--- config.mk ---
export PLATFORM = sky130hd
export DESIGN_NAME = window_variance_settle_detector
export DESIGN_NICKNAME = d
export VERILOG_FILES = /design/src/sv/wvsd_pkg.sv /design/src/sv/window_variance_settle_detector.sv
export VERILOG_INCLUDE_DIRS = /design/src /design/src/sv
export SDC_FILE = /design/constraint.sdc
export NUM_CORES = 1
export LEC_CHECK = 0
export ABC_AREA = 0
export BUFFER_PORTS_ARGS = -buffer_cell sky130_fd_sc_hd__buf_2
export CORE_UTILIZATION = 31
export DETAILED_ROUTE_END_ITERATION = 8
export GPL_ROUTABILITY_DRIVEN = 0
export SYNTH_ARGS = -nofsm -noshare
export SYNTH_HDL_FRONTEND = slang
export SYNTH_SLANG_ARGS = --single-unit
--- constraint.sdc ---
create_clock -name i_clk -period 11.85 [get_ports i_clk]
set_clock_uncertainty 0.15 [all_clocks]
set_input_delay 2.9625 -clock i_clk [delete_from_list [all_inputs] [get_ports i_clk]]
set_output_delay 2.9625 -clock i_clk [all_outputs]
set_load 0.01 [all_outputs]
--- src/sv/window_variance_settle_detector_macros.svh ---
// Assertion macros shared by the window variance settle detector RTL.
// No dependencies; included by files that carry concurrent assertions.
`ifndef WINDOW_VARIANCE_SETTLE_DETECTOR_MACROS_SVH
`define WINDOW_VARIANCE_SETTLE_DETECTOR_MACROS_SVH

// same-cycle implication, disabled during reset
`define WVSD_ASSERT_SAME(label, clk, rst_n, ante, cons, msg) \
    label: assert property (@(posedge clk) disable iff (!rst_n) (ante) |-> (cons)) \
        else $error(msg);

// next-cycle implication, disabled during reset
`define WVSD_ASSERT_NEXT(label, clk, rst_n, ante, cons, msg) \
    label: assert property (@(posedge clk) disable iff (!rst_n) (ante) |=> (cons)) \
        else $error(msg);

`endif

--- src/sv/wvsd_pkg.sv ---
// Package for the window variance settle detector: result layout, register map
// and output saturation helper. No dependencies.
`timescale 1ns / 1ps
`default_nettype none

package wvsd_pkg;

    localparam int THRESH_W     = 25;
    localparam int SPREAD_OUT_W = 25;
    localparam int SUM_OUT_W    = 14;
    localparam int PEAK_OUT_W   = 10;
    localparam int OUT_TDATA_W  = 56;

    localparam logic [THRESH_W-1:0] THRESH_RESET = 25'd20;

    localparam int APB_ADDR_W = 3;
    localparam int APB_DATA_W = 32;

    // register word index within paddr
    localparam logic [APB_ADDR_W-3:0] REG_SPREAD_THRESHOLD = 1'b0;

    localparam logic [63:0] SPREAD_MAX = (64'd1 << SPREAD_OUT_W) - 64'd1;
    localparam logic [63:0] SUM_MAX    = (64'd1 << SUM_OUT_W) - 64'd1;
    localparam logic [63:0] PEAK_MAX   = (64'd1 << PEAK_OUT_W) - 64'd1;

    // packed lowest field last
    typedef struct packed {
        logic [PEAK_OUT_W-1:0]   peak_sample;
        logic [SUM_OUT_W-1:0]    window_sum;
        logic [SPREAD_OUT_W-1:0] spread;
        logic                    window_full;
        logic                    settled;
    } t_result;

    function automatic logic [63:0] sat64(input logic [63:0] v, input logic [63:0] max_v);
        return (v > max_v) ? max_v : v;
    endfunction

endpackage

`default_nettype wire

--- src/sv/window_variance_settle_detector.sv ---
// Window variance settle detector: top level with the sample pipeline,
// running window statistics and APB threshold register. Uses wvsd_pkg and the macros header.
// A result leaves from the result register after its sample has passed the input and square
// stages; one sample per cycle is sustained while m_axis_tready keeps the output moving. Each
// sample is squared in a stage of its own, then the result stage adds it to the running sum
// and sum of squares, drops the oldest sample of the shift-line window and computes
// WINDOW_LEN*sum_sq - sum^2 for the settle test. Once settled the statistics freeze until
// reset. Input ready follows the per-stage enables: while a result waits, up to two more
// samples enter, then the input stalls with the output. No clearing pass is needed after reset.
`timescale 1ns / 1ps
`default_nettype none

module window_variance_settle_detector #(
    parameter int WINDOW_LEN  = 10,
    parameter int SAMPLE_BITS = 10
) (
    input  wire                                  i_clk,
    input  wire                                  i_rst_n,
    // stream in
    input  wire                                  s_axis_tvalid,
    output logic                                 s_axis_tready,
    // tdata: sample, override
    input  wire  [((SAMPLE_BITS + 8) / 8) * 8 - 1:0] s_axis_tdata,
    // stream out
    output logic                                 m_axis_tvalid,
    input  wire                                  m_axis_tready,
    // tdata: settled, window_full, spread, window_sum, peak_sample
    output logic [wvsd_pkg::OUT_TDATA_W-1:0]     m_axis_tdata,
    // APB configuration
    input  wire                                  psel,
    input  wire                                  penable,
    input  wire                                  pwrite,
    input  wire  [wvsd_pkg::APB_ADDR_W-1:0]      paddr,
    input  wire  [wvsd_pkg::APB_DATA_W-1:0]      pwdata,
    output logic [wvsd_pkg::APB_DATA_W-1:0]      prdata,
    output logic                                 pready
);

`include "window_variance_settle_detector_macros.svh"

    localparam longint unsigned SMAX = (64'd1 << SAMPLE_BITS) - 64'd1;
    localparam int SUM_W   = $clog2(WINDOW_LEN * SMAX + 1);
    localparam int SQ_W    = 2 * SAMPLE_BITS;
    localparam int SQSUM_W = $clog2(WINDOW_LEN * SMAX * SMAX + 1);
    localparam int PROD_W  = $clog2(WINDOW_LEN * WINDOW_LEN * SMAX * SMAX + 1);
    localparam int FILL_W  = $clog2(WINDOW_LEN + 1);
    localparam int CMP_W   = (PROD_W > wvsd_pkg::THRESH_W) ? PROD_W : wvsd_pkg::THRESH_W;

    // stage enables
    logic en_out;
    logic en_b;
    logic en_a;
    logic upd;

    // input stage
    logic                   r_a_valid;
    logic [SAMPLE_BITS-1:0] r_a_sample;
    logic                   r_a_ovr;

    // square stage
    logic                   r_b_valid;
    logic [SAMPLE_BITS-1:0] r_b_sample;
    logic [SQ_W-1:0]        r_b_sq;
    logic                   r_b_ovr;

    // window state, also the result register
    logic                   r_out_valid;
    logic [SAMPLE_BITS-1:0] r_ring_s  [WINDOW_LEN];
    logic [SQ_W-1:0]        r_ring_sq [WINDOW_LEN];
    logic [FILL_W-1:0]      r_fill;
    logic [SUM_W-1:0]       r_sum;
    logic [SQSUM_W-1:0]     r_sqsum;
    logic [PROD_W-1:0]      r_spread;
    logic [SAMPLE_BITS-1:0] r_peak;
    logic                   r_settled;

    logic [wvsd_pkg::THRESH_W-1:0] r_thresh;

    // next values
    logic                   full;
    logic                   n_full;
    logic [SUM_W:0]         sum_add;
    logic [SUM_W-1:0]       n_sum;
    logic [SQSUM_W:0]       sq_add;
    logic [SQSUM_W-1:0]     n_sqsum;
    logic [FILL_W-1:0]      n_fill;
    logic [SAMPLE_BITS-1:0] n_peak;
    logic [PROD_W-1:0]      prod_a;
    logic [2*SUM_W-1:0]     prod_b;
    logic [PROD_W-1:0]      spread_raw;
    logic [PROD_W-1:0]      n_spread;
    logic                   n_settled;
    logic                   cfg_wr;

    wvsd_pkg::t_result result;

    assign en_out        = !r_out_valid || m_axis_tready;
    assign en_b          = !r_b_valid || en_out;
    assign en_a          = !r_a_valid || en_b;
    assign s_axis_tready = en_a;
    assign upd           = r_b_valid && en_out;

    always_ff @(posedge i_clk) begin
        if (!i_rst_n) begin
            r_a_valid <= 1'b0;
        end else if (en_a) begin
            r_a_valid <= s_axis_tvalid;
        end
    end

    always_ff @(posedge i_clk) begin
        if (en_a && s_axis_tvalid) begin
            r_a_sample <= s_axis_tdata[SAMPLE_BITS-1:0];
            r_a_ovr    <= s_axis_tdata[SAMPLE_BITS];
        end
    end

    always_ff @(posedge i_clk) begin
        if (!i_rst_n) begin
            r_b_valid <= 1'b0;
        end else if (en_b) begin
            r_b_valid <= r_a_valid;
        end
    end

    always_ff @(posedge i_clk) begin
        if (en_b && r_a_valid) begin
            r_b_sample <= r_a_sample;
            r_b_sq     <= r_a_sample * r_a_sample;
            r_b_ovr    <= r_a_ovr;
        end
    end

    // window update
    always_comb begin
        full    = (r_fill == FILL_W'(WINDOW_LEN));
        n_full  = full || (r_fill == FILL_W'(WINDOW_LEN - 1));
        n_fill  = full ? r_fill : r_fill + FILL_W'(1);
        n_peak  = (r_b_sample > r_peak) ? r_b_sample : r_peak;

        sum_add = {1'b0, r_sum} + (SUM_W + 1)'(r_b_sample);
        if (full) begin
            sum_add = sum_add - (SUM_W + 1)'(r_ring_s[WINDOW_LEN-1]);
        end
        n_sum   = sum_add[SUM_W-1:0];

        sq_add  = {1'b0, r_sqsum} + (SQSUM_W + 1)'(r_b_sq);
        if (full) begin
            sq_add = sq_add - (SQSUM_W + 1)'(r_ring_sq[WINDOW_LEN-1]);
        end
        n_sqsum = sq_add[SQSUM_W-1:0];

        prod_a     = PROD_W'(n_sqsum) * PROD_W'(WINDOW_LEN);
        prod_b     = n_sum * n_sum;
        spread_raw = (prod_a > PROD_W'(prod_b)) ? prod_a - PROD_W'(prod_b) : '0;
        n_spread   = n_full ? spread_raw : '0;

        n_settled  = r_b_ovr
                  || (n_full && (CMP_W'(n_spread) < CMP_W'(r_thresh)));
    end

    always_ff @(posedge i_clk) begin
        if (!i_rst_n) begin
            r_out_valid <= 1'b0;
        end else if (en_out) begin
            r_out_valid <= r_b_valid;
        end
    end

    always_ff @(posedge i_clk) begin
        if (!i_rst_n) begin
            r_fill    <= '0;
            r_sum     <= '0;
            r_sqsum   <= '0;
            r_spread  <= '0;
            r_peak    <= '0;
            r_settled <= 1'b0;
        end else if (upd && !r_settled) begin
            r_fill    <= n_fill;
            r_sum     <= n_sum;
            r_sqsum   <= n_sqsum;
            r_spread  <= n_spread;
            r_peak    <= n_peak;
            r_settled <= n_settled;
        end
    end

    // oldest sample sits at the far end of the shift line
    always_ff @(posedge i_clk) begin
        if (upd && !r_settled) begin
            r_ring_s[0]  <= r_b_sample;
            r_ring_sq[0] <= r_b_sq;
            for (int i = 1; i < WINDOW_LEN; i++) begin
                r_ring_s[i]  <= r_ring_s[i-1];
                r_ring_sq[i] <= r_ring_sq[i-1];
            end
        end
    end

    always_comb begin
        result.settled     = r_settled;
        result.window_full = (r_fill == FILL_W'(WINDOW_LEN));
        result.spread      = wvsd_pkg::SPREAD_OUT_W'(
            wvsd_pkg::sat64(64'(r_spread), wvsd_pkg::SPREAD_MAX));
        result.window_sum  = wvsd_pkg::SUM_OUT_W'(
            wvsd_pkg::sat64(64'(r_sum), wvsd_pkg::SUM_MAX));
        result.peak_sample = wvsd_pkg::PEAK_OUT_W'(
            wvsd_pkg::sat64(64'(r_peak), wvsd_pkg::PEAK_MAX));
    end

    assign m_axis_tvalid = r_out_valid;
    assign m_axis_tdata  = wvsd_pkg::OUT_TDATA_W'(result);

    // APB register
    assign pready = 1'b1;
    assign cfg_wr = psel && penable && pwrite && pready
                 && (paddr[wvsd_pkg::APB_ADDR_W-1:2] == wvsd_pkg::REG_SPREAD_THRESHOLD);

    always_ff @(posedge i_clk) begin
        if (!i_rst_n) begin
            r_thresh <= wvsd_pkg::THRESH_RESET;
        end else if (cfg_wr) begin
            r_thresh <= pwdata[wvsd_pkg::THRESH_W-1:0];
        end
    end

    always_comb begin
        if (paddr[wvsd_pkg::APB_ADDR_W-1:2] == wvsd_pkg::REG_SPREAD_THRESHOLD) begin
            prdata = wvsd_pkg::APB_DATA_W'(r_thresh);
        end else begin
            prdata = '0;
        end
    end

    `WVSD_ASSERT_NEXT(a_settled_sticky, i_clk, i_rst_n, r_settled, r_settled,
        "settled flag dropped without reset")
    `WVSD_ASSERT_NEXT(a_frozen_after_settle, i_clk, i_rst_n, r_settled,
        $stable(r_sum) && $stable(r_sqsum) && $stable(r_peak) && $stable(r_spread),
        "window statistics changed after settling")
    `WVSD_ASSERT_SAME(a_spread_zero_unfilled, i_clk, i_rst_n,
        r_fill != FILL_W'(WINDOW_LEN), r_spread == '0,
        "spread non-zero before window full")
    `WVSD_ASSERT_SAME(a_fill_bounded, i_clk, i_rst_n, 1'b1,
        r_fill <= FILL_W'(WINDOW_LEN),
        "fill count beyond window length")

endmodule

`default_nettype wire

# Yosys cells after proc, flatten, opt, wreduce, memory -nomap -nowiden
# Memories as Yosys holds them, arrays and structs flattened.
# Cells that the tools add are included.
[totals]
latchBits = 0
reg_bits = 150
mem_bits_ro = 0
mem_bits_rw = 300
output_inout_bits = 91
memories = 2
inputBits = 58
[memory_table]
columns = ["name", "words", "word_bits", "rd", "rd_clocked_by_memory_dff", "write_ports", "line_no", "source"]
rows = [
  ["r_ring_sq", 10, 20, 10, 0, 10, "window_variance_settle_detector.sv:69", "logic [SQ_W-1:0] r_ring_sq [WINDOW_LEN];"],
  ["r_ring_s", 10, 10, 10, 0, 10, "window_variance_settle_detector.sv:68", "logic [SAMPLE_BITS-1:0] r_ring_s [WINDOW_LEN];"],
]
[classes]
reduce_logical = 19
n_eq_ne = 2
n_div = 0
addsub = 6
bitwise = 2
n_mux = 8
n_lt_le_gt_ge = 4
n_mul = 3
shifts = 0
[ops]
columns = ["cell", "count"]
rows = [
  ["$mux 27", 2],
  ["$mux 25", 2],
  ["$gt 27x25->1 const B", 1],
  ["$gt 27x27->1", 1],
  ["$lt 27x25->1", 1],
  ["$mul 14x14->27", 1],
  ["$sub 27x27->27", 1],
  ["$mul 24x3->26 const B", 1],
  ["$add 24x20->24", 1],
  ["$mux 24", 1],
  ["$sub 24x20->24", 1],
  ["$mul 10x10->20", 1],
  ["$add 14x10->14", 1],
  ["$mux 14", 1],
  ["$sub 14x10->14", 1],
  ["$gt 10x10->1", 1],
  ["$eq 4x4->1 const B", 2],
  ["$logic_and 1x1->1", 8],
  ["$logic_or 1x1->1", 5],
  ["$add 4x1->4 const B", 1],
  ["$logic_not 1->1", 4],
  ["$reduce_and 2->1", 2],
  ["$mux 1", 2],
  ["$not 1->1", 2],
]

# Longest topological paths before layout
# Gate-level depths: netlist of the first run.
[depth]
depth_word = 10
mapped_depth = 60
ltp_nobuf = 59

# Least setup slack after synthesis of the first run
# OpenSTA, ideal clock, no wires.
[synth_path]
path_type = "input to register"
start = "input m_axis_tready"
end = "register r_sum[10]"
setup_slack_ns = -0.565
required_ns = 11.177
cell_stages = 7
t_arrival_ns = 11.742
n_path_buf = 2
setup_ns = 0.523
cell_sequence = "nand2b_1 -> nand2_1 -> or2_0 -> clkinv_1 -> clkbuf_1 -> buf_1 -> a211oi_1"
[synth_between]
elab_chain_cells = 3
[synth_lines]
columns = ["element", "line_no", "source"]
rows = [
  ["from (decl)", "window_variance_settle_detector.sv:26", "input wire m_axis_tready,"],
  ["$logic_or 1x1->1", "window_variance_settle_detector.sv:97", "assign en_out = !r_out_valid || m_axis_tready;"],
  ["$logic_and 1x1->1", "window_variance_settle_detector.sv:101", "assign upd = r_b_valid && en_out;"],
  ["$logic_and 1x1->1", "window_variance_settle_detector.sv:178", "end else if (upd && !r_settled) begin"],
  ["to (signal assigned)", "window_variance_settle_detector.sv:180", "r_sum <= n_sum;"],
  ["to (decl)", "window_variance_settle_detector.sv:71", "logic [SUM_W-1:0] r_sum;"],
]
# No other way between the ends.
# A chain may end at the register's enable or synchronous reset.

# Worst setup path in the final report of the first run
[layout_path]
start = "register r_b_sample[0]"
end = "register r_settled"
[layout_between]
elab_chain_cells = 10
word_cells_on_any_way = 11
cone_classes = "add/sub (3); mul (1); order compare (2); mux (3); reduce/logical (2)"
[layout_lines]
columns = ["element", "line_no", "source"]
rows = [
  ["from (decl)", "window_variance_settle_detector.sv:62", "logic [SAMPLE_BITS-1:0] r_b_sample;"],
  ["from (signal assigned)", "window_variance_settle_detector.sv:128", "r_b_sample <= r_a_sample;"],
  ["$add 14x10->14 (*)", "window_variance_settle_detector.sv:141", "sum_add = {1'b0, r_sum} + (SUM_W + 1)'(r_b_sample);"],
  ["$sub 14x10->14", "window_variance_settle_detector.sv:143", "sum_add = sum_add - (SUM_W + 1)'(r_ring_s[WINDOW_LEN-1]);"],
  ["$mux 14 (*)", "window_variance_settle_detector.sv:142", "if (full) begin"],
  ["$mul 14x14->27 (*)", "window_variance_settle_detector.sv:154", "prod_b = n_sum * n_sum;"],
  ["$sub 27x27->27 or $gt 27x27->1 (tied branches)", "window_variance_settle_detector.sv:155", "spread_raw = (prod_a > PROD_W'(prod_b)) ? prod_a - PROD_W'(prod_b) : '0;"],
  ["$mux 27 (*)", "window_variance_settle_detector.sv:155", ""],
  ["$mux 27 (*)", "window_variance_settle_detector.sv:156", "n_spread = n_full ? spread_raw : '0;"],
  ["via n_spread[4]", "window_variance_settle_detector.sv:91", "logic [PROD_W-1:0] n_spread;"],
  ["$lt 27x25->1 (*)", "window_variance_settle_detector.sv:159", "|| (n_full && (CMP_W'(n_spread) < CMP_W'(r_thresh)));"],
  ["$logic_and 1x1->1 (*)", "window_variance_settle_detector.sv:159", ""],
  ["$logic_or 1x1->1 (*)", "window_variance_settle_detector.sv:159", ""],
  ["to (signal assigned)", "window_variance_settle_detector.sv:184", "r_settled <= n_settled;"],
  ["to (decl)", "window_variance_settle_detector.sv:75", "logic r_settled;"],
]
# Mark *: on every way through the listed nets, which the timed path passes. The rest lies on a longest branch.

==> metrics.md, run 1 <==
| Metric | Value |
|---|---|
| Crit Path Category | flop to flop |
| Largest net degree at the start of global routing | 86 |
| Core Area | a little over 0.09 mm² |
| R2R cell count | between 50 and 60 |
| Post-route insts no fill | 4,357 |
| Synth top area share | 33.43% |
| Commonest non-fill, non-tap cells in the layout | inv_1 (339), edfxtp_1 (320), ha_1 (293) |
| Crit path from | r_b_sample[0] |
| R2R setup slack | between 150 and 200 ps |
| Skew-Pair Late Insertion Delay | 610 ps |
| Remaining DRCs | 0 |
| Clk buf depth | 3 |
| Synth top area cells | edfxtp_1 (33%), ha_1 (13%), fa_1 (12%), dfxtp_1 (7.5%), inv_1 (4.5%) |
| Die area | 0.09395 mm² |
| Drt wl/cell | 15.53 µm |
| Top FF cell, synth | edfxtp_1 |
| Clock Tree Root | clkbuf_16 |
| First-pass GRT wire length | ~110,000 µm |
| Vias in the first global route | 20,070 |
| Post-route ant nets | 0 |
| Share of layout cells above drive strength 1 | a little under a fifth |
| Total gr overflow | 0 |
| Synth area leader | edfxtp_1 |
| Worst path arrival time | 12,020 ps |
| Final Slew Violations | 0 |
| Placed Cells incl. Taps | 4,248 |
| DRT Pass-1 Iters | 5 |
| Max_cap viols | 0 |
| Commonest non-fill, non-tap cell in the layout | inv_1 |
| Most used cell, CP | fa_1 |
| Final hold vios | 0 |
| Unique masters post-synth | 95 |
| Total GRT Usage | between 10% and 20% |
| Clock Pin Slew Worst Setup and Hold Paths | 60 ps |
| Final setup vio count | 0 |
| Max Clk Rate | 85.71 MHz |
| Port Buf Inserts | 121 |
| CTS Hold Bufs | 0 |
| Vias | 20,210 |
| Core Rows | 111 |
| Worst R2R Start | r_b_sample[0] |
| Ys Warns | 0 |
| Clock sink count | 428 |
| Initial DRC Count | 1,149 |
| Critical-path top delay cell | fa_1 |
| Ys async rst share | 0% |
| Initial antenna violation count | 1 |
| Final min period | 11,670 ps |
| Drt total wl | 67,660 µm |
| Type of the most critical hold path | flop to flop |
| Crit start category | flop |
| NumNets Final | 3,600 |
| Cells after Synth | ~2,700 |
| Data required, critical path | 12,210 ps |
| CP peak stage delay | 560 ps |
| Seq/Total Area, Yosys | roughly two fifths |
| Max_slew headroom | 25.77% |
| Area Overhead vs Synth | 19.79% |
| Worst r2r dst | r_settled |
| I/O pins | 149 |
| H-tree depth | 2 |
| Synth Cell Area | 0.02875 mm² |
| Initial Util | ~31% |
| CTS buffer count | 47 |
| Worst-path fanout max | 3 |
| FF+latch count, synth | approximately 430 |
| Final Util | 37.51% |
| Die X | between 300 and 400 µm |
| Status | completed |
| Worst-Margin Slew | 1111 ps |
| Via density | 4.637 |
| CP Capture Type | flop |
| CP Capture Point | r_settled |
| Tcrit/Tclk final | 98.46% |
| Syn avg cell area | ~11 µm² |
| # diodes | 0 |
| Number of synthesized flops with an enable pin | 320 |
| Final setup TNS | 0 ps |
| WHS | 253.2 ps |
| RSZ-0062 raised after global routing | true |
| CTS tree | yes |
| Die height | around 300 µm |
| WHS Path Cells | 0 |
| Dpl hpwl | 51,880 µm |
routing by layer:
metal  share of wire (%)  GRT usage (%)  up-vias
met3                 5.7          2.619       98
li1                    -              -    10040
met4                 2.5          4.116        0
met5                   0              0        -
met2                  43          22.49      431
met1                  49          20.92     9632
cell usage after synthesis (50+ instances only):
cell,count
a21o_1,50
a21oi_1,186
clkbuf_1,58
dfxtp_1,108
edfxtp_1,320
fa_1,167
ha_1,300
inv_1,341
nand2_1,260
nor2_1,205
o21ai_0,71
xnor2_1,100
repair_timing:
action	CTS	global route
resized for setup	54	43
setup endpoints to repair	1	1
setup buffers	15	7
endpoints found under the hold margin	0	0
pin swaps	43	46
cells by family (layout without fill, tap and decap cells):
kind of cell    after synthesis  count (layout)  synth area share (%)
mux                          23              23                0.8444
fa+ha+maj                   467             467                 24.69
flops                       428             428                 40.95
other cells                   2              13               0.02613
compound gates              490             490                 10.97
simple gates                740             740                 12.02
buf+inv                     436             805                 5.937
xor+xnor                    148             148                 4.561
sequential cells by signal, indices dropped and copies added (netlist names), 14 cells and up:
register,count
r_ring_sq,180
r_ring_s,100
r_spread,27
r_thresh,25
r_sqsum,24
r_b_sq,18
r_sum,14
worst min path at each step:
stage,from,to
2_1_floorplan,r_a_ovr,r_b_ovr
3_3_place_gp,r_ring_sq[0][9],r_ring_sq[1][9]
3_5_place_dp,r_ring_sq[0][9],r_ring_sq[1][9]
4_1_cts,r_ring_sq[8][19],r_ring_sq[9][19]
5_1_grt,r_ring_sq[5][18],r_ring_sq[6][18]
6_report,r_ring_sq[7][11],r_ring_sq[8][11]
critical path, delay by kind of cell (launching register included):
kind,cells,cell delay [ps]
xor+xnor,2,370
simple gates,15,2490
fa+ha+maj,12,4480
flops,1,370
compound gates,19,2940
buf+inv,8,770
final cells by class:
class / count / area [µm²]
inverters: 352 / 1333
well taps: 1243 / 1555
repair buffers: 365 / 2457
clock buffers: 64 / 1281
clock inverters: 24 / 331.6
fillers: 9101 / 57370
flip-flops and latches: 428 / 11770
multi-input cells: 1881 / 15710
through the flow:
step           setup slack (ps)  cell area, µm²
3_5_place_dp             -660.6           32260
4_1_cts                   5.380           34200
6_report                  182.8           34430
3_3_place_gp             -684.5           32260
5_1_grt                  -456.4           34430
2_1_floorplan             13.52           28800
Power of run 1 is not shown: default switching activity piles up to over one toggle a cycle in this logic, so the estimate is an artifact.
==> run 2: changes to the inputs <==
CELL_PAD_IN_SITES_DETAIL_PLACEMENT = 0   (was not set)
CELL_PAD_IN_SITES_GLOBAL_PLACEMENT = 1   (was not set)
PLACE_DENSITY_LB_ADDON = 0.1   (was not set)
==> run 2 against run 1 <==
Worst setup slack worse by 240 ps. Count of clock-buffer cells in the layout is 2 lower. Flip-flop and latch count stayed put. Fmax is 2.0% lower. Register-to-register slack worse by 240 ps. Critical endpoint unchanged. Non-clock buffer count is 52 higher. The run now ends with negative setup slack left. Via count is 1.1% higher. Global-route usage is 1.5 points higher. First-iteration DRC count is 19% lower. Critical path type unchanged.
==> metrics.md, run 2 (synthesized netlist as in run 1, its figures left out) <==
| Metric | Value |
|---|---|
| Die area | 0.09395 mm² (unchanged) |
| Area Overhead vs Synth | 21.97% (was 19.79%) |
| Final hold vios | 0 (unchanged) |
| Max FFs per register | 180 (unchanged) |
| Post-DP Area | 0.03264 mm² (was 0.03226 mm²) |
| Top Registers | r_ring_sq x180, r_ring_s x100, r_spread x27 (unchanged) |
| Fin worst setup slack | -56.37 ps (was 182.8 ps) |
| R2R cell count | 57 (was 56) |
| CTS buffer count | 49 (was 47) |
| CP Capture Type | flop (unchanged) |
| Total gr overflow | 0 (unchanged) |
| Crit Path Category | flop to flop (unchanged) |
| Placed Cells incl. Taps | 4,294 (was 4,248) |
| Via density | 4.632 (was 4.637) |
| Clock sink count | 428 (unchanged) |
| First-pass GRT wire length | 118,800 µm (was 109,000 µm) |
| Most used cell, CP | fa_1 (unchanged) |
| Core Area | 0.09180 mm² (unchanged) |
| RSZ-0062 raised after global routing | true (unchanged) |
| Clock Pin Slew Worst Setup and Hold Paths | 60 ps (about the same) |
| Max_cap viols | 0 (unchanged) |
| Data required, critical path | 12,220 ps (was 12,210 ps) |
| CP peak stage delay | 570 ps (was 560 ps) |
| Core Rows | 111 (unchanged) |
| Post-route ant nets | 0 (unchanged) |
| Final Slew Violations | 0 (unchanged) |
| Vias in the first global route | 21,510 (was 20,070) |
| WHS Path Cells | 0 (unchanged) |
| Type of the most critical hold path | flop to flop (unchanged) |
| Filler cells | 9,135 (was 9,101) |
| Clock Tree Root | clkbuf_16 (unchanged) |
| Vias | 20,440 (was 20,210) |
| Share of layout cells above drive strength 1 | 20.14% (was 18.02%) |
| Final Cell Area | 0.03506 mm² (was 0.03443 mm²) |
| DRT Pass-1 Iters | 5 (unchanged) |
| Status | complete, but fails checks (was completed) |
| Commonest non-fill, non-tap cell in the layout | inv_1 (unchanged) |
| CTS tree | yes (unchanged) |
| Worst path arrival time | 12,280 ps (was 12,020 ps) |
| Initial Util | 31.31% (unchanged) |
| Die height | 306.5 µm (unchanged) |
| Crit start category | flop (unchanged) |
| H-tree depth | 2 (unchanged) |
| Final setup TNS | -56.37 ps (was 0 ps) |
| Drt wl/cell | 16.85 µm (was 15.53 µm) |
| Final setup vio count | 1 (was 0) |
| Drt total wl | 74,340 µm (was 67,660 µm) |
| Post-route insts no fill | 4,412 (was 4,357) |
| Initial antenna violation count | 3 (was 1) |
| Initial DRC Count | 926 (was 1,149) |
| Failing checks | negative setup slack |
| Clk buf depth | 3 (unchanged) |
| Critical-path top delay cell | fa_1 (unchanged) |
| Skew-Pair Late Insertion Delay | 610 ps (about the same) |
| Worst-Margin Slew | 1118 ps (was 1111 ps) |
| Remaining DRCs | 0 (unchanged) |
| Max_slew headroom | 25.45% (was 25.77%) |
| Port Buf Inserts | 121 (unchanged) |
| Final min period | 11,910 ps (was 11,670 ps) |
| Worst-path fanout max | 4 (was 3) |
| Dpl hpwl | 57,440 µm (was 51,880 µm) |
| Reg with most FFs | r_ring_sq (unchanged) |
| Die X | 306.5 µm (unchanged) |
| Tcrit/Tclk final | 100.5% (was 98.46%) |
| Max Clk Rate | 83.99 MHz (was 85.71 MHz) |
| Largest net degree at the start of global routing | 178 (was 86) |
| NumNets Final | 3,654 (was 3,600) |
| Commonest non-fill, non-tap cells in the layout | inv_1 (339), edfxtp_1 (320), buf_4 (286) (was inv_1 (339), edfxtp_1 (320), ha_1 (293)) |
| I/O pins | 149 (unchanged) |
| Total GRT Usage | 16.07% (was 14.61%) |
[run 2: cell types whose count changed in the layout (fill, tap and decap cells not counted), moves of 3 or more]
cell / before / now
clkinv_4: 5 / 1
a21oi_1: 175 / 172
ha_4: 3 / 10
ha_1: 293 / 285
o21ai_0: 60 / 57
clkinv_1: 9 / 12
buf_4: 241 / 286
clkbuf_1: 14 / 9
a31oi_1: 9 / 6
clkinvlp_4: 0 / 6
a21oi_2: 13 / 16
buf_6: 2 / 6
[run 2: routing by layer]
layer  part of all wire (%)  track usage (%)  wire length, µm  up-vias
li1                       -                -                -    10140
met1                     50            22.39            36800     9989
met2                     46            26.64            34370      232
met3                    2.5            1.895             1871       74
met4                    1.7            3.581             1296        0
met5                      0                0                0        -
[run 2: worst paths after layout]
path                                          to             start  slack, ps
worst max-delay path                   r_settled     r_b_sample[0]        -60
worst min-delay path            r_ring_sq[9][15]  r_ring_sq[8][15]        260
worst max register to register         r_settled     r_b_sample[0]        -60
worst min register to register  r_ring_sq[9][15]  r_ring_sq[8][15]        260
[run 2: timing repair]
item	in CTS	in global routing
pin swaps	75	44
setup endpoints to repair	1	2
hold buffers	0	0
gates resized for setup	71	50
buffers inserted	24	7
gates cloned	1	0
[run 2: critical path, delay by kind of cell, from the launching register on]
family | cells | cell delay (ps)
AOI/OAI and AO/OA | 20 | 3150
DFF | 1 | 390
xor gates and xnor gates | 2 | 310
buffers and inverters | 6 | 390
and+or+nand+nor | 17 | 2890
adders and majority gates | 12 | 4530
[run 2: stage by stage]
stage,hold WS (ps),worst slack [ps],utilization (%)
floorplan,250.3,13.52,-
global placement,250.6,-922.1,35.56
detailed placement,254.5,-1019,35.56
CTS,261.9,-122.6,37.87
global route,260.9,-628.6,38.19
finish,258.2,-56.37,38.19
[run 2: area by class of cell]
type | instances | area (µm²) | share of cell area, %
Antenna cell | 1 | 2.502 | 0.007137
Tap cell | 1243 | 1555 | 4.436
Clock inverter | 28 | 335.3 | 0.9564
Clock buffer | 62 | 1315 | 3.750
Timing Repair Buffer | 417 | 2885 | 8.229
Inverter | 352 | 1334 | 3.804
Multi-Input combinational cell | 1881 | 15860 | 45.25
Sequential cell | 428 | 11770 | 33.57
Power of run 2 is left out for the same reason.
